<file path="config.mk">
export PLATFORM = sky130hd
export DESIGN_NAME = modem_link_supervisor_core
export DESIGN_NICKNAME = d
export VERILOG_FILES = /design/src/rtl/core/mls_pkg.sv /design/src/rtl/core/mls_modem_step.sv /design/src/rtl/core/mls_link_step.sv /design/src/rtl/core/modem_link_supervisor_core.sv
export SDC_FILE = /design/constraint.sdc
export NUM_CORES = 1
export LEC_CHECK = 0
export BUFFER_PORTS_ARGS = -buffer_cell sky130_fd_sc_hd__buf_2
export CORE_MARGIN = 4
export CORE_UTILIZATION = 65
export DETAILED_ROUTE_END_ITERATION = 7
export PLACE_DENSITY = 0.84
export REMOVE_ABC_BUFFERS = 1
export SKIP_LAST_GASP = 1
export SYNTH_ARGS = -nofsm -noshare
export SYNTH_HDL_FRONTEND = slang
export SYNTH_SLANG_ARGS = --single-unit
</file>
<file path="constraint.sdc">
create_clock -name clock -period 7.6 [get_ports clock]
set_input_delay 0.38 -clock clock [delete_from_list [all_inputs] [get_ports clock]]
set_output_delay 0.38 -clock clock [all_outputs]
set_load 0.02 [all_outputs]
</file>
<file path="src/rtl/core/mls_pkg.sv">
// Shared types, phase codes, message codes and register indexes of the modem link supervisor.
// Used by every module of the block; has no dependencies of its own.
package mls_pkg;

   // Modem machine phases.
   localparam logic [2:0] MP_ANNOUNCE   = 3'd0;
   localparam logic [2:0] MP_WAIT_READY = 3'd1;
   localparam logic [2:0] MP_SETTLE     = 3'd2;
   localparam logic [2:0] MP_IDLE       = 3'd3;

   // Link machine phases.
   localparam logic [2:0] LP_CONTACT_START = 3'd0;
   localparam logic [2:0] LP_CONTACT_WAIT  = 3'd1;
   localparam logic [2:0] LP_TIMECHECK     = 3'd2;
   localparam logic [2:0] LP_IDLE          = 3'd3;
   localparam logic [2:0] LP_HB_WAIT       = 3'd4;

   // Pending acknowledge bits.
   localparam logic [2:0] ACK_CONTACT = 3'b001;
   localparam logic [2:0] ACK_TIME    = 3'b010;
   localparam logic [2:0] ACK_HB      = 3'b100;

   // Message codes.
   localparam logic [1:0] MSG_NONE    = 2'd0;
   localparam logic [1:0] MSG_CONTACT = 2'd1;
   localparam logic [1:0] MSG_TIME    = 2'd2;
   localparam logic [1:0] MSG_HB      = 2'd3;

   localparam logic [15:0] CONTACT_SHORT_TICKS = 16'd60;

   // Configuration register indexes.
   localparam logic [7:0] CSR_POWER_TIMEOUT     = 8'd0;
   localparam logic [7:0] CSR_SETTLE            = 8'd1;
   localparam logic [7:0] CSR_IP_CHANGE_TIMEOUT = 8'd2;
   localparam logic [7:0] CSR_CONTACT_RETRY     = 8'd3;
   localparam logic [7:0] CSR_CHECKTIME_RETRY   = 8'd4;
   localparam logic [7:0] CSR_HEARTBEAT_RETRY   = 8'd5;
   localparam logic [7:0] CSR_HEARTBEAT_TRIES   = 8'd6;
   localparam logic [7:0] CSR_LINK_ERROR_LIMIT  = 8'd7;

   // One poll pass; tick sits in the lowest bit.
   typedef struct packed {
      logic ip_change_done;
      logic ip_change_request;
      logic modem_powered;
      logic modem_ready;
      logic heartbeat_ack;
      logic time_ack;
      logic contact_ack;
      logic heartbeat_due;
      logic tick;
   } req_item_type;

   // One result; send_message sits in the lowest bits.
   typedef struct packed {
      logic       ip_change_finished;
      logic       uart_restart;
      logic       modem_up;
      logic       link_up;
      logic       power_on_request;
      logic       modem_reset;
      logic [1:0] send_message;
   } rsp_item_type;

   typedef struct packed {
      logic [15:0] power_timeout_ticks;
      logic [15:0] settle_ticks;
      logic [15:0] ip_change_timeout_ticks;
      logic [15:0] contact_retry_ticks;
      logic [15:0] checktime_retry_ticks;
      logic [15:0] heartbeat_retry_ticks;
      logic [3:0]  heartbeat_max_tries;
      logic [7:0]  link_error_limit;
   } cfg_type;

   // Side effects of one modem machine pass.
   typedef struct packed {
      logic modem_reset;
      logic power_on_request;
      logic ip_change_finished;
      logic link_down;
   } modem_ctl_type;

   // Side effects of one link machine pass.
   typedef struct packed {
      logic [1:0] send_message;
      logic       uart_restart;
      logic       force_modem_idle;
   } link_ctl_type;

   function automatic logic [7:0] sat_inc8(input logic [7:0] value);
      logic [7:0] result;
      result = (value == 8'hff) ? value : value + 8'd1;
      return result;
   endfunction

endpackage

</file>
<file path="src/rtl/core/mls_modem_step.sv">
// Modem machine: power-up, ready wait with timeout, settle or address change wait.
// Pure next-state logic; depends on mls_pkg.
module mls_modem_step
   import mls_pkg::*;
#(
   parameter int TIMER_BITS = 16
) (
   input  cfg_type               cfg,
   input  req_item_type          item,
   input  logic [2:0]            phase,
   input  logic                  up_flag,
   input  logic [TIMER_BITS-1:0] timer,
   input  logic [7:0]            error_count,
   input  logic                  ip_pending,
   output logic [2:0]            phase_next,
   output logic                  up_flag_next,
   output logic [TIMER_BITS-1:0] timer_next,
   output logic [7:0]            error_count_next,
   output logic                  ip_pending_next,
   output modem_ctl_type         ctl
);

   localparam int CMP_W = (TIMER_BITS > 16) ? TIMER_BITS : 16;

   logic [CMP_W-1:0] timer_x;

   assign timer_x = CMP_W'(timer);

   always_comb begin
      phase_next       = phase;
      up_flag_next     = up_flag;
      timer_next       = timer;
      error_count_next = error_count;
      ip_pending_next  = ip_pending;
      ctl              = '0;
      case (phase)
         MP_IDLE: begin
            // Address change or up flag low: modem reset; a change drops the link.
            if (ip_pending || !up_flag) begin
               ctl.modem_reset = 1'b1;
               ctl.link_down   = ip_pending;
               up_flag_next    = 1'b0;
               timer_next      = '0;
               phase_next      = MP_WAIT_READY;
            end
         end
         MP_ANNOUNCE: begin
            phase_next = MP_WAIT_READY;
            timer_next = '0;
         end
         MP_WAIT_READY: begin
            ctl.power_on_request = !item.modem_powered;
            if (item.modem_ready) begin
               phase_next       = MP_SETTLE;
               timer_next       = '0;
               error_count_next = '0;
            end else if (timer_x >= CMP_W'(cfg.power_timeout_ticks)) begin
               ctl.modem_reset  = 1'b1;
               timer_next       = '0;
               error_count_next = sat_inc8(error_count);
            end
         end
         MP_SETTLE: begin
            if (ip_pending) begin
               if (item.ip_change_done) begin
                  up_flag_next           = 1'b1;
                  phase_next             = MP_IDLE;
                  timer_next             = '0;
                  ip_pending_next        = 1'b0;
                  error_count_next       = '0;
                  ctl.ip_change_finished = 1'b1;
               end else if (timer_x >= CMP_W'(cfg.ip_change_timeout_ticks)) begin
                  ctl.modem_reset  = 1'b1;
                  phase_next       = MP_ANNOUNCE;
                  error_count_next = sat_inc8(error_count);
               end
            end else if (timer_x >= CMP_W'(cfg.settle_ticks)) begin
               up_flag_next = 1'b1;
               phase_next   = MP_IDLE;
               timer_next   = '0;
            end
         end
         default: begin
            ctl.modem_reset = 1'b1;
            timer_next      = '0;
            phase_next      = MP_ANNOUNCE;
         end
      endcase
   end

endmodule

</file>
<file path="src/rtl/core/mls_link_step.sv">
// Link machine: contact message, time check, heartbeats with retries and failure counting.
// Pure next-state logic; depends on mls_pkg.
module mls_link_step
   import mls_pkg::*;
#(
   parameter int TIMER_BITS = 16
) (
   input  cfg_type               cfg,
   input  logic [2:0]            phase,
   input  logic                  up_flag,
   input  logic [TIMER_BITS-1:0] timer,
   input  logic [3:0]            retry_count,
   input  logic [7:0]            error_count,
   input  logic [2:0]            pending,
   input  logic                  hb_request,
   output logic [2:0]            phase_next,
   output logic                  up_flag_next,
   output logic [TIMER_BITS-1:0] timer_next,
   output logic [3:0]            retry_count_next,
   output logic [7:0]            error_count_next,
   output logic [2:0]            pending_next,
   output logic                  hb_request_next,
   output link_ctl_type          ctl
);

   localparam int CMP_W = (TIMER_BITS > 16) ? TIMER_BITS : 16;

   logic [CMP_W-1:0] timer_x;
   logic [3:0]       retry_inc;
   logic [7:0]       error_inc;

   assign timer_x   = CMP_W'(timer);
   assign retry_inc = retry_count + 4'd1;
   assign error_inc = sat_inc8(error_count);

   always_comb begin
      phase_next       = phase;
      up_flag_next     = up_flag;
      timer_next       = timer;
      retry_count_next = retry_count;
      error_count_next = error_count;
      pending_next     = pending;
      hb_request_next  = hb_request;
      ctl              = '0;
      ctl.send_message = MSG_NONE;
      case (phase)
         LP_IDLE: begin
            if (hb_request) begin
               ctl.send_message = MSG_HB;
               pending_next     = pending | ACK_HB;
               hb_request_next  = 1'b0;
               phase_next       = LP_HB_WAIT;
               timer_next       = '0;
               up_flag_next     = 1'b0;
               retry_count_next = '0;
            end
         end
         LP_HB_WAIT: begin
            if ((pending & ACK_HB) == 3'b000) begin
               phase_next       = LP_IDLE;
               error_count_next = '0;
               up_flag_next     = 1'b1;
               retry_count_next = '0;
            end else if (timer_x >= CMP_W'(cfg.heartbeat_retry_ticks)) begin
               retry_count_next = retry_inc;
               if (retry_inc < cfg.heartbeat_max_tries) begin
                  ctl.send_message = MSG_HB;
                  pending_next     = pending | ACK_HB;
                  timer_next       = '0;
                  ctl.uart_restart = error_count > cfg.link_error_limit;
               end else begin
                  // One more heartbeat failure; at the limit the modem is restarted.
                  error_count_next     = error_inc;
                  ctl.force_modem_idle = error_inc >= cfg.link_error_limit;
                  phase_next           = LP_IDLE;
                  up_flag_next         = 1'b0;
                  ctl.uart_restart     = error_inc > cfg.link_error_limit;
               end
            end
         end
         LP_CONTACT_START: begin
            ctl.send_message = MSG_CONTACT;
            pending_next     = pending | ACK_CONTACT;
            timer_next       = '0;
            up_flag_next     = 1'b0;
            phase_next       = LP_CONTACT_WAIT;
            retry_count_next = '0;
         end
         LP_CONTACT_WAIT: begin
            if (timer_x >= CMP_W'(cfg.contact_retry_ticks) ||
                timer_x >= CMP_W'(CONTACT_SHORT_TICKS)) begin
               timer_next       = '0;
               ctl.send_message = MSG_CONTACT;
               pending_next     = pending | ACK_CONTACT;
            end else if ((pending & ACK_CONTACT) == 3'b000) begin
               ctl.send_message = MSG_TIME;
               pending_next     = pending | ACK_TIME;
               timer_next       = '0;
               phase_next       = LP_TIMECHECK;
            end
         end
         LP_TIMECHECK: begin
            if (timer_x >= CMP_W'(cfg.checktime_retry_ticks)) begin
               timer_next       = '0;
               ctl.send_message = MSG_TIME;
               pending_next     = pending | ACK_TIME;
            end else if ((pending & ACK_TIME) == 3'b000) begin
               ctl.send_message = MSG_HB;
               pending_next     = pending | ACK_HB;
               phase_next       = LP_HB_WAIT;
               timer_next       = '0;
               hb_request_next  = 1'b0;
            end
         end
         default: begin
            phase_next = LP_IDLE;
         end
      endcase
   end

endmodule

</file>
<file path="src/rtl/core/modem_link_supervisor_core.sv">
// Top level of the modem link supervisor: handshakes, configuration and state registers.
// Depends on mls_pkg, mls_modem_step and mls_link_step.
//
// Usage: every beat on the req_ channel is one poll pass of the supervisor, carrying a
// tick flag and the modem and partner status bits. Every accepted beat yields exactly one
// beat on the rsp_ channel with the message to send now, the modem reset, power and UART
// restart requests and the modem up and link up flags.
// A beat is first captured in an input register. Once the output register is free or
// draining, the modem and link machines run on it and the result is written to an output
// register, from which it shows on rsp_. One beat enters every cycle while rsp_tready stays
// high; the throughput is then one poll pass per clock cycle.
// When the receiver stalls, the result waits in the output register, the next beat waits
// in the input register, and req_tready falls only once both are occupied.
// The csr_ channel writes one of the eight timing and limit registers per beat and is
// always ready; it is meant to be written while no poll pass is in flight.
// A synchronous, active-high reset restores the register defaults (700, 60, 200, 600,
// 120, 30, 3 and 10), puts the modem machine in its announce phase, the link machine in
// its contact phase, clears all timers, counters and flags and empties both registers.
// Timers saturate at all ones of TIMER_BITS; error counters saturate at 255.
module modem_link_supervisor_core
   import mls_pkg::*;
#(
   parameter int TIMER_BITS = 16
) (
   input  logic        clock,
   input  logic        reset,
   // req_tdata: tick, heartbeat_due, contact_ack, time_ack, heartbeat_ack, modem_ready,
   // modem_powered, ip_change_request, ip_change_done, then seven unused bits.
   input  logic        req_tvalid,
   output logic        req_tready,
   input  logic [15:0] req_tdata,
   // rsp_tdata: send_message[1:0], modem_reset, power_on_request, link_up, modem_up,
   // uart_restart, ip_change_finished.
   output logic        rsp_tvalid,
   input  logic        rsp_tready,
   output logic [7:0]  rsp_tdata,
   input  logic        csr_valid,
   output logic        csr_ready,
   input  logic [7:0]  csr_index,
   input  logic [15:0] csr_data
);

   localparam logic [TIMER_BITS-1:0] TIMER_MAX = {TIMER_BITS{1'b1}};

   // Handshake registers.
   logic         in_valid_ff, in_valid_in;
   req_item_type in_item_ff, in_item_in;
   logic         out_valid_ff, out_valid_in;
   rsp_item_type out_item_ff, out_item_in;
   logic         fire;

   cfg_type cfg_ff, cfg_in;

   // Machine state.
   logic [2:0]            modem_phase_ff, modem_phase_in;
   logic                  modem_up_ff, modem_up_in;
   logic [TIMER_BITS-1:0] modem_timer_ff, modem_timer_in;
   logic [7:0]            modem_errors_ff, modem_errors_in;
   logic [2:0]            link_phase_ff, link_phase_in;
   logic                  link_up_ff, link_up_in;
   logic [TIMER_BITS-1:0] link_timer_ff, link_timer_in;
   logic [3:0]            retry_count_ff, retry_count_in;
   logic [7:0]            link_errors_ff, link_errors_in;
   logic [2:0]            pending_ff, pending_in;
   logic                  hb_request_ff, hb_request_in;
   logic                  ip_pending_ff, ip_pending_in;

   // Values after the tick, acknowledge and request latching of this poll pass.
   logic [TIMER_BITS-1:0] modem_timer_t, link_timer_t;
   logic [2:0]            pending_t;
   logic                  hb_request_t, ip_pending_t;

   // Modem machine outputs.
   logic [2:0]            m_phase;
   logic                  m_up;
   logic [TIMER_BITS-1:0] m_timer;
   logic [7:0]            m_errors;
   logic                  m_ip_pending;
   modem_ctl_type         m_ctl;

   // Link machine outputs.
   logic                  link_up_m;
   logic [2:0]            l_phase;
   logic                  l_up;
   logic [TIMER_BITS-1:0] l_timer;
   logic [3:0]            l_retry;
   logic [7:0]            l_errors;
   logic [2:0]            l_pending;
   logic                  l_hb_request;
   link_ctl_type          l_ctl;

   // The poll pass in the input register runs once the output register is free or draining.
   assign fire       = in_valid_ff && (!out_valid_ff || rsp_tready);
   assign req_tready = !in_valid_ff || fire;
   assign rsp_tvalid = out_valid_ff;
   assign rsp_tdata  = out_item_ff;
   assign csr_ready  = 1'b1;

   assign in_valid_in  = (req_tvalid && req_tready) ? 1'b1 : (fire ? 1'b0 : in_valid_ff);
   assign in_item_in   = (req_tvalid && req_tready) ? req_tdata[8:0] : in_item_ff;
   assign out_valid_in = fire ? 1'b1 : (rsp_tready ? 1'b0 : out_valid_ff);

   always_comb begin
      cfg_in = cfg_ff;
      if (csr_valid) begin
         case (csr_index)
            CSR_POWER_TIMEOUT:     cfg_in.power_timeout_ticks     = csr_data;
            CSR_SETTLE:            cfg_in.settle_ticks            = csr_data;
            CSR_IP_CHANGE_TIMEOUT: cfg_in.ip_change_timeout_ticks = csr_data;
            CSR_CONTACT_RETRY:     cfg_in.contact_retry_ticks     = csr_data;
            CSR_CHECKTIME_RETRY:   cfg_in.checktime_retry_ticks   = csr_data;
            CSR_HEARTBEAT_RETRY:   cfg_in.heartbeat_retry_ticks   = csr_data;
            CSR_HEARTBEAT_TRIES:   cfg_in.heartbeat_max_tries     = csr_data[3:0];
            CSR_LINK_ERROR_LIMIT:  cfg_in.link_error_limit        = csr_data[7:0];
            default: begin
            end
         endcase
      end
   end

   // Ticks advance both timers, acknowledges clear pending bits and requests latch.
   always_comb begin
      modem_timer_t = modem_timer_ff;
      link_timer_t  = link_timer_ff;
      if (in_item_ff.tick) begin
         if (modem_timer_ff != TIMER_MAX) begin
            modem_timer_t = modem_timer_ff + TIMER_BITS'(1);
         end
         if (link_timer_ff != TIMER_MAX) begin
            link_timer_t = link_timer_ff + TIMER_BITS'(1);
         end
      end
      pending_t = pending_ff & ~{in_item_ff.heartbeat_ack, in_item_ff.time_ack,
                                 in_item_ff.contact_ack};
      hb_request_t = hb_request_ff || in_item_ff.heartbeat_due;
      ip_pending_t = ip_pending_ff || in_item_ff.ip_change_request;
   end

   mls_modem_step #(
      .TIMER_BITS(TIMER_BITS)
   ) u_modem (
      .cfg              (cfg_ff),
      .item             (in_item_ff),
      .phase            (modem_phase_ff),
      .up_flag          (modem_up_ff),
      .timer            (modem_timer_t),
      .error_count      (modem_errors_ff),
      .ip_pending       (ip_pending_t),
      .phase_next       (m_phase),
      .up_flag_next     (m_up),
      .timer_next       (m_timer),
      .error_count_next (m_errors),
      .ip_pending_next  (m_ip_pending),
      .ctl              (m_ctl)
   );

   assign link_up_m = link_up_ff && !m_ctl.link_down;

   mls_link_step #(
      .TIMER_BITS(TIMER_BITS)
   ) u_link (
      .cfg              (cfg_ff),
      .phase            (link_phase_ff),
      .up_flag          (link_up_m),
      .timer            (link_timer_t),
      .retry_count      (retry_count_ff),
      .error_count      (link_errors_ff),
      .pending          (pending_t),
      .hb_request       (hb_request_t),
      .phase_next       (l_phase),
      .up_flag_next     (l_up),
      .timer_next       (l_timer),
      .retry_count_next (l_retry),
      .error_count_next (l_errors),
      .pending_next     (l_pending),
      .hb_request_next  (l_hb_request),
      .ctl              (l_ctl)
   );

   // A heartbeat failure at the limit overrides the modem machine: idle with modem down.
   always_comb begin
      modem_phase_in  = modem_phase_ff;
      modem_up_in     = modem_up_ff;
      modem_timer_in  = modem_timer_ff;
      modem_errors_in = modem_errors_ff;
      link_phase_in   = link_phase_ff;
      link_up_in      = link_up_ff;
      link_timer_in   = link_timer_ff;
      retry_count_in  = retry_count_ff;
      link_errors_in  = link_errors_ff;
      pending_in      = pending_ff;
      hb_request_in   = hb_request_ff;
      ip_pending_in   = ip_pending_ff;
      if (fire) begin
         modem_phase_in  = l_ctl.force_modem_idle ? MP_IDLE : m_phase;
         modem_up_in     = m_up && !l_ctl.force_modem_idle;
         modem_timer_in  = m_timer;
         modem_errors_in = m_errors;
         link_phase_in   = l_phase;
         link_up_in      = l_up;
         link_timer_in   = l_timer;
         retry_count_in  = l_retry;
         link_errors_in  = l_errors;
         pending_in      = l_pending;
         hb_request_in   = l_hb_request;
         ip_pending_in   = m_ip_pending;
      end
   end

   always_comb begin
      out_item_in = out_item_ff;
      if (fire) begin
         out_item_in.send_message       = l_ctl.send_message;
         out_item_in.modem_reset        = m_ctl.modem_reset;
         out_item_in.power_on_request   = m_ctl.power_on_request;
         out_item_in.link_up            = l_up;
         out_item_in.modem_up           = m_up && !l_ctl.force_modem_idle;
         out_item_in.uart_restart       = l_ctl.uart_restart;
         out_item_in.ip_change_finished = m_ctl.ip_change_finished;
      end
   end

   always_ff @(posedge clock) begin
      in_item_ff  <= in_item_in;
      out_item_ff <= out_item_in;
      if (reset) begin
         in_valid_ff     <= 1'b0;
         out_valid_ff    <= 1'b0;
         cfg_ff.power_timeout_ticks     <= 16'd700;
         cfg_ff.settle_ticks            <= 16'd60;
         cfg_ff.ip_change_timeout_ticks <= 16'd200;
         cfg_ff.contact_retry_ticks     <= 16'd600;
         cfg_ff.checktime_retry_ticks   <= 16'd120;
         cfg_ff.heartbeat_retry_ticks   <= 16'd30;
         cfg_ff.heartbeat_max_tries     <= 4'd3;
         cfg_ff.link_error_limit        <= 8'd10;
         modem_phase_ff  <= MP_ANNOUNCE;
         modem_up_ff     <= 1'b0;
         modem_timer_ff  <= '0;
         modem_errors_ff <= '0;
         link_phase_ff   <= LP_CONTACT_START;
         link_up_ff      <= 1'b0;
         link_timer_ff   <= '0;
         retry_count_ff  <= '0;
         link_errors_ff  <= '0;
         pending_ff      <= '0;
         hb_request_ff   <= 1'b0;
         ip_pending_ff   <= 1'b0;
      end else begin
         in_valid_ff     <= in_valid_in;
         out_valid_ff    <= out_valid_in;
         cfg_ff          <= cfg_in;
         modem_phase_ff  <= modem_phase_in;
         modem_up_ff     <= modem_up_in;
         modem_timer_ff  <= modem_timer_in;
         modem_errors_ff <= modem_errors_in;
         link_phase_ff   <= link_phase_in;
         link_up_ff      <= link_up_in;
         link_timer_ff   <= link_timer_in;
         retry_count_ff  <= retry_count_in;
         link_errors_ff  <= link_errors_in;
         pending_ff      <= pending_in;
         hb_request_ff   <= hb_request_in;
         ip_pending_ff   <= ip_pending_in;
      end
   end

   // The modem is only ever declared up while its machine sits in the idle phase.
   a_modem_up_idle: assert property (@(posedge clock) disable iff (reset)
      modem_up_ff |-> modem_phase_ff == MP_IDLE)
      else $error("modem up outside the idle phase");

   // A heartbeat send always leaves the link machine waiting for its acknowledge.
   a_hb_wait: assert property (@(posedge clock) disable iff (reset)
      fire && l_ctl.send_message == MSG_HB |=> link_phase_ff == LP_HB_WAIT)
      else $error("heartbeat sent without entering the heartbeat wait");

   // A UART restart comes only from a failing heartbeat exchange, with the link down.
   a_uart_link_down: assert property (@(posedge clock) disable iff (reset)
      fire && l_ctl.uart_restart |-> !l_up)
      else $error("UART restart requested while the link is up");

   // A modem reset never goes out together with the modem up flag.
   a_reset_not_up: assert property (@(posedge clock) disable iff (reset)
      fire && m_ctl.modem_reset |-> !m_up)
      else $error("modem reset while the modem is declared up");

endmodule
</file>
==> out/qor.yml, run 1 <==
yosys:
  yosysTopAreaCell: "dfxtp_1"
  synth_most_common_cell: "nand2_1"
  synth_area_leaders: "dfxtp_1 31%, ha_1 14%, nand2_1 8.4%, a21oi_1 5.7%, edfxtp_1 4.7%"
  ys_seq_area_share_pct: 35.5
  synthArstFlopShare_pct: 0
  synth_cell_types: 66
  synth_seq_cells: 183
  synth_top_area_share_pct: 30.7
  syn_inst: 1342
  synthTopCellsByCount: "241 x nand2_1, 166 x dfxtp_1, 127 x inv_1"
  synth_area_mm2: 0.0108
  synth-edff-count: 17
  synth_ff_type: "dfxtp_1"
  synth_warnings: 0
  synth.avg_cell_area_um2: 8.06
timing:
  fin_setup_tns_ns: 0
  slew_headroom_pct: 43.4
  drv_slew: 0
  fin_skew_ns: 0.0152
  finalCriticalPeriod_ns: 4.83
  fin_crit_sh_pct: 63.5
  hold_viol_final: 0
  worst_slew_pin_slew_ns: 0.849
  max_freq_mhz: 207
  setup_violations: 0
  grt_setup_unrepaired: "false"
clock_network:
  cts_buffer_depth: 2
  cts.sinks: 183
  holdBufCountCts: 0
  cts_root_buf: "clkbuf_16"
  cts_tree: "yes"
  cts_resized: 0
  htree_levels: 4
  cts_setup_buffers: 0
  clk_latency_ns: 0.45
  clk_pin_slew_ns: 0.08
  cts_inserted_buffers: 17
power:
  power_frac_clock_pct: 45.1
  pwr-share-comb_pct: 5.3
  vdd_ir_drop_max_uv: 188
  p_int_mw: 1.49
  fin_total_pwr_mw: 2.00
  p_switching_mw: 0.509
  p_sw_share_pct: 25.4
  p_per_area_mw_per_mm2: 170
  p_leak_nw: 4.95
  seqPwrFrac_pct: 49.6
detailed_routing:
  routed_wl_um: 27100
  via_count: 9583
  wl_per_cell_um: 17.1
  antenna_left: 0
  dr.pass1.iters: 5
  drc: 0
  drt-initial-drc-count: 725
  vias_per_cell: 6.04
outcome:
  status: "complete, no violations"
grt:
  grt_use_met1_pct: 39.1
  grtUsageTotal_pct: 29.9
  antenna_found_initial: 0
  busiest_layer: "met2"
  grt_use_met2_pct: 48.7
  gr-total-overflow: 0
  grt_pass1_wl_um: 44400
  grt_pass1_vias: 9048
  met3_usage_pct: 5.70
  grt_max_degree: 79
final_layout:
  nets: 1526
  fillers: 1247
  final_area_mm2: 0.0118
  n_antenna_cell: 0
  syn2layout_area_growth_pct: 8.98
  drive_above_1_share_pct: 7.73
setup_path:
  path_max_fanout: 10
  worstSetupStartpointType: "flop"
  crit_required_ns: 7.95
  worstPathArrival_ns: 5.18
  worstSetupEndpointType: "flop"
  path_class: "flop to flop"
floorplan:
  fp-row-count: 46
  start_util_pct: 67.1
  chipHeight_um: 137
  die_area_mm2: 0.0188
  ios: 56
  fp.dieW_um: 137
  coreArea_mm2: 0.0161
placed_design:
  place.gp.congestion: 0.926
  portBuffers: 47
  placed_area_mm2: 0.0112
  place_hpwl_um: 19200
run:
  cap_viol_max_count: 0
worst_hold_path:
  worstHoldPathType: "input port to flop"
[critical path, stage by stage (launching register included)]
cell and delay (ns):
dfxtp_1 0.39, ha_1 0.27, and2_1 0.20, nand4_1 0.19
o31a_1 0.41, nand3_1 0.23, nor3_1 0.40, xor2_1 0.48
ha_1 0.35, nand2_1 0.06, o21ai_0 0.11, a2111oi_0 0.36
o21ai_0 0.19, a211o_1 0.36, o211ai_1 0.30, mux2i_1 0.13
a221oi_1 0.29
[state kept, by name (all words and copies together), names as in the netlist, 4 cells and up]
name            count
cfg_ff            108
link_timer_ff      16
modem_timer_ff     16
in_item_ff          9
link_errors_ff      8
rsp_tdata           8
retry_count_ff      4
[power groups by stage]
| stage | clock network [mW] | logic, mW | registers [mW] |
|---|---|---|---|
| after floorplan | 0 | 0.0476 | 1.02 |
| after global placement | 0 | 0.102 | 1.01 |
| after detailed placement | 0 | 0.104 | 1.01 |
| after CTS | 0.908 | 0.104 | 0.992 |
| after global routing | 0.955 | 0.115 | 0.993 |
| final | 0.901 | 0.106 | 0.992 |
[per-stage QoR]
stage	setup WS (ns)	utilization, %	instances	hold WS [ns]
after floorplan	3.51	-	1282	0.430
after global placement	2.93	69.4	1555	0.442
after detailed placement	2.83	69.4	1555	0.446
after CTS	2.79	73.1	1587	0.0903
after global routing	2.42	73.1	1587	0.0929
final	2.77	73.1	1587	0.102
[cell families (layout without fill, tap and decap cells)]
group,after synthesis,count (layout),synth area share (%)
buffers and inverters,189,218,6.70
adder cells (fa/ha/maj),123,123,14.2
AND/OR/NAND/NOR,478,478,20.5
multiplexers,21,21,1.97
flip-flops,183,183,35.5
XOR/XNOR,28,28,2.27
other,1,1,0.0347
AO/OA/AOI/OAI,319,319,18.9
[layer usage]
layer | part of all wire [%] | wire length (um)
met5 | 0 | 0
met4 | 3.4 | 918
met3 | 7.3 | 1980
met2 | 47 | 12700
met1 | 42 | 11500
[placed cells by master (no fill, tap or decap), drive strengths merged, types with 5 or more instances in the layout]
master	n
ha	123
dfxtp	166
a22o	15
inv	131
nand3b	8
nand3	43
mux2i	19
nand2b	22
a21o	22
xor2	9
buf	57
nand2	241
a311oi	5
nor4	14
a211oi	10
nand4	18
o21ai	55
nor2	65
a41oi	5
clkbuf	18
clkinv	10
a2111oi	7
and2	6
and3	13
xnor2	19
o21a	6
a31oi	7
nor3	14
o211ai	31
a21oi	125
edfxtp	17
nor2b	10
[cell type report]
type                    instances  area, um^2  share of cell area, %
clock buffers                  18         439                   3.73
clock inverters                14         165                   1.40
inverters                     129         484                   4.11
multi-input cells             970        6280                   53.3
flip-flops and latches        183        3830                   32.5
well taps                     216         270                   2.29
repair buffers                 57         313                   2.66
[worst paths after layout]
kind / start / endpoint / depth (start not counted) / slack [ns]
hold / removal: req_tdata[6] / in_item_ff[6]$_DFFE_PP_ / 1 / 0.10
setup reg to reg: modem_timer_ff[0]$_SDFFE_PP0P_ / modem_phase_ff[0]$_SDFFE_PP0P_ / 16 / 2.77
hold reg to reg: cfg_ff[46]$_SDFFE_PP0P_ / cfg_ff[46]$_SDFFE_PP0P_ / 2 / 0.45
setup / recovery: modem_timer_ff[0]$_SDFFE_PP0P_ / modem_phase_ff[0]$_SDFFE_PP0P_ / 16 / 2.77
No activity file was read; power rests on OpenSTA's default activity.
==> run 2, diff against run 1 <==
- ABC_AREA: default -> 1
- CORE_UTILIZATION: 65 -> 62
- PLACE_DENSITY: 0.84 -> 0.81
- clock period: 7.6 -> 5 ns (I/O delays scaled with it)
==> out/qor.yml, run 2 <==
worst_hold_path:
  worstHoldPathType: "input port to flop"
  hp-start: "csr_data[7]"
  hold-path-cell-count: 3  # +2
  min_to: "cfg_ff[99]$_SDFFE_PP1P_"
clock_network:
  cts_resized: 0  # unchanged
  cts_buffer_depth: 2  # unchanged
  clk_pin_slew_ns: 0.07  # about the same
  cts_setup_buffers: 0  # unchanged
  cts_root_buf: "clkbuf_16"
  htree_levels: 4  # unchanged
  clk_latency_ns: 0.44  # about the same
  cts_tree: "yes"
  cts.sinks: 183  # unchanged
  cts_inserted_buffers: 17  # unchanged
timing:
  setup_violations: 0  # unchanged
  hold_viol_final: 0  # unchanged
  finalCriticalPeriod_ns: 4.21  # -0.614 ns
  whs_ns: 0.0795  # -0.0222 ns
  fin_crit_sh_pct: 84.3  # +21 points
  setup_ws_ns: 0.785  # -1.99 ns
  drv_slew: 0  # unchanged
  max_freq_mhz: 237  # +15%
  grt_setup_unrepaired: "false"
  slew_headroom_pct: 26.9  # -16 points
  fin_skew_ns: 0.00740  # -0.00781 ns
  fin_setup_tns_ns: 0  # unchanged
  worst_slew_pin_slew_ns: 1.09  # +0.243 ns
floorplan:
  start_util_pct: 63.7  # -3.4 points
  ios: 56  # unchanged
  coreArea_mm2: 0.0174  # +7.7%
  chipHeight_um: 142  # +3.3%
  die_area_mm2: 0.0200  # +6.7%
  fp.dieW_um: 142  # +3.3%
  fp-row-count: 48  # +4.3%
detailed_routing:
  via_count: 9978  # +4.1%
  drc: 0  # unchanged
  dr.pass1.iters: 5  # unchanged
  vias_per_cell: 5.58  # -7.5%
  drt-initial-drc-count: 615  # -15%
  antenna_left: 0  # unchanged
  wl_per_cell_um: 14.7  # -14%
  routed_wl_um: 26300  # -2.8%
final_layout:
  final_area_mm2: 0.0121  # +3.1%
  nets: 1717  # +13%
  largest_reg_flops: 108  # unchanged
  syn2layout_area_growth_pct: 9.93
  final_cell_mix: "242 x nand2_1, 238 x inv_1, 197 x a21oi_1"
  drive_above_1_share_pct: 8.77  # +1.0 points
  finalNonFillerCells: 1787  # +13%
  top_register: "cfg_ff"
  largest_registers: "cfg_ff (108), link_timer_ff (16), modem_timer_ff (16)"
  final_common_cell: "nand2_1"
  fillers: 1458  # +17%
  n_antenna_cell: 0  # unchanged
yosys:
  synth_warnings: 0  # unchanged
  synth_area_leaders: "dfxtp_1 30%, ha_1 14%, a21oi_1 8.9%, nand2_1 8.2%, inv_1 8.1%"
  synth_seq_cells: 183  # unchanged
  synth_area_mm2: 0.0111  # +2.2%
  synth.avg_cell_area_um2: 7.32  # -9.2%
  synth-edff-count: 17  # unchanged
  synthTopCellsByCount: "242 x nand2_1, 239 x inv_1, 197 x a21oi_1"
  synthArstFlopShare_pct: 0  # unchanged
  yosysTopAreaCell: "dfxtp_1"
  synth_ff_type: "dfxtp_1"
  syn_inst: 1510  # +13%
  synth_top_area_share_pct: 30.1  # -0.67 points
  synth_most_common_cell: "nand2_1"
  ys_seq_area_share_pct: 34.7  # -0.77 points
  synth_cell_types: 45  # -32%
placed_design:
  place.gp.congestion: 0.920  # -0.67%
  portBuffers: 47  # unchanged
  place_hpwl_um: 18900  # -1.5%
  dpl.cell_count: 1746  # +12%
  placed_area_mm2: 0.0114  # +2.3%
  dp_worst_setup_slack_ns: 0.949  # -1.89 ns
setup_path:
  ff2ff_setup_slack_ns: 0.79  # -1.99 ns
  crit_required_ns: 5.29  # -2.66 ns
  slowest_stage: "o41ai_1"
  slowest_delay_ns: 0.72  # +0.24 ns
  worstPathArrival_ns: 4.51  # -0.67 ns
  path_max_fanout: 16  # +6
  worstSetupEndpointType: "flop"
  reg2reg_to: "modem_timer_ff[14]$_SDFFE_PP0P_"
  reg2reg_depth: 17  # +1
  worstSetupStartpointType: "flop"
  path_class: "flop to flop"
  reg2reg_from: "modem_timer_ff[2]$_SDFFE_PP0P_"
  crit_chain: "nand3_1 > or2_2 > nor2_1 > nand3_1 > o21ai_0 > or3b_2 > ha_1 > nand2_1 > nor2_1 > nand4_1 > o41ai_1 > nand2_1 > nand2_1 > o21ai_1 > buf_4 > nand3_1 > a21oi_1"
power:
  p_leak_nw: 5.49  # +11%
  p_per_area_mw_per_mm2: 264  # +55%
  vdd_ir_drop_max_uv: 255  # +35%
run:
  cap_viol_max_count: 0  # unchanged
grt:
  grt_pass1_wl_um: 44600  # +0.57%
  grtUsageTotal_pct: 27.1  # -2.8 points
  grt_max_degree: 77  # -2.5%
  gr-total-overflow: 0  # unchanged
  grt_pass1_vias: 9389  # +3.8%
  antenna_found_initial: 0  # unchanged
outcome:
  status: "complete, no violations"
run 2: kinds of logic (layout without fill, tap and decap cells):
logic type                 Yosys count  in the layout  share of synthesized area [%]
and+or+nand+nor                    514            514                           20.9
AOI/OAI and AO/OA                  368            368                           17.9
buffers and inverters              293            345                           10.3
DFF                                183            183                           34.7
adders and majority gates          123            123                           13.9
xor gates and xnor gates            26             26                           2.06
muxes                                2              2                          0.192
other                                1              1                         0.0339
run 2: routing by layer:
layer | global-route usage [%] | wire [um] | vias up
met4 | 10.7 | 776 | 0
met1 | 36.3 | 11900 | 4552
li1 | - | - | 5088
met3 | 3.54 | 1360 | 61
met2 | 44.6 | 12300 | 277
met5 | 0 | 0 | -
run 2: final cells by class:
| cell class | count | area, um^2 | share of cell area, % |
|---|---|---|---|
| sequential | 183 | 3830 | 31.6 |
| tap | 225 | 282 | 2.32 |
| timing repair buffer | 66 | 400 | 3.30 |
| inverter | 247 | 927 | 7.63 |
| clock buffer | 17 | 425 | 3.50 |
| clock inverter | 15 | 198 | 1.63 |
| multi-input combinational | 1034 | 6080 | 50.1 |
run 2: critical path, delay by kind of cell, from the launching register on:
kind                       cells  cell delay (ns)
AOI/OAI and AO/OA              4             1.06
and+or+nand+nor               11             2.09
adders and majority gates      1             0.33
DFF                            1             0.39
buffers and inverters          1             0.20
run 2: timing repair:
action | in CTS | in global routing
hold endpoints to repair | 9 | 0
hold buffers | 9 | 0
endpoints found under the setup margin | 0 | 0
run 2: worst max-delay path by stage:
| stage | startpoint | to | slack [ns] | cells past startpoint |
|---|---|---|---|---|
| 3_5_place_dp | modem_timer_ff[2]$_SDFFE_PP0P_ | modem_timer_ff[1]$_SDFFE_PP0P_ | 0.95 | 17 |
| 5_1_grt | modem_timer_ff[0]$_SDFFE_PP0P_ | modem_timer_ff[2]$_SDFFE_PP0P_ | 0.48 | 17 |
| 3_3_place_gp | modem_timer_ff[0]$_SDFFE_PP0P_ | modem_timer_ff[14]$_SDFFE_PP0P_ | 1.04 | 17 |
| 6_report | modem_timer_ff[2]$_SDFFE_PP0P_ | modem_timer_ff[14]$_SDFFE_PP0P_ | 0.79 | 17 |
| 4_1_cts | modem_timer_ff[2]$_SDFFE_PP0P_ | modem_timer_ff[14]$_SDFFE_PP0P_ | 0.86 | 17 |
| 2_1_floorplan | modem_timer_ff[0]$_SDFFE_PP0P_ | modem_timer_ff[10]$_SDFFE_PP0P_ | 1.45 | 23 |
run 2: report_power, final:
group          leakage (nW)  switching (mW)  internal (mW)
Combinational          3.68           0.179         0.0779
Clock                 0.303           0.597          0.839
Sequential             1.51          0.0113           1.50
Total                  5.49           0.787           2.42
run 2: through the flow:
| stage | utilization [%] | total power, mW |
|---|---|---|
| 2_1_floorplan | - | 1.69 |
| 3_3_place_gp | 65.9 | 1.78 |
| 3_5_place_dp | 65.9 | 1.79 |
| 4_1_cts | 70.0 | 3.22 |
| 5_1_grt | 70.0 | 3.32 |
| 6_report | 70.0 | 3.20 |
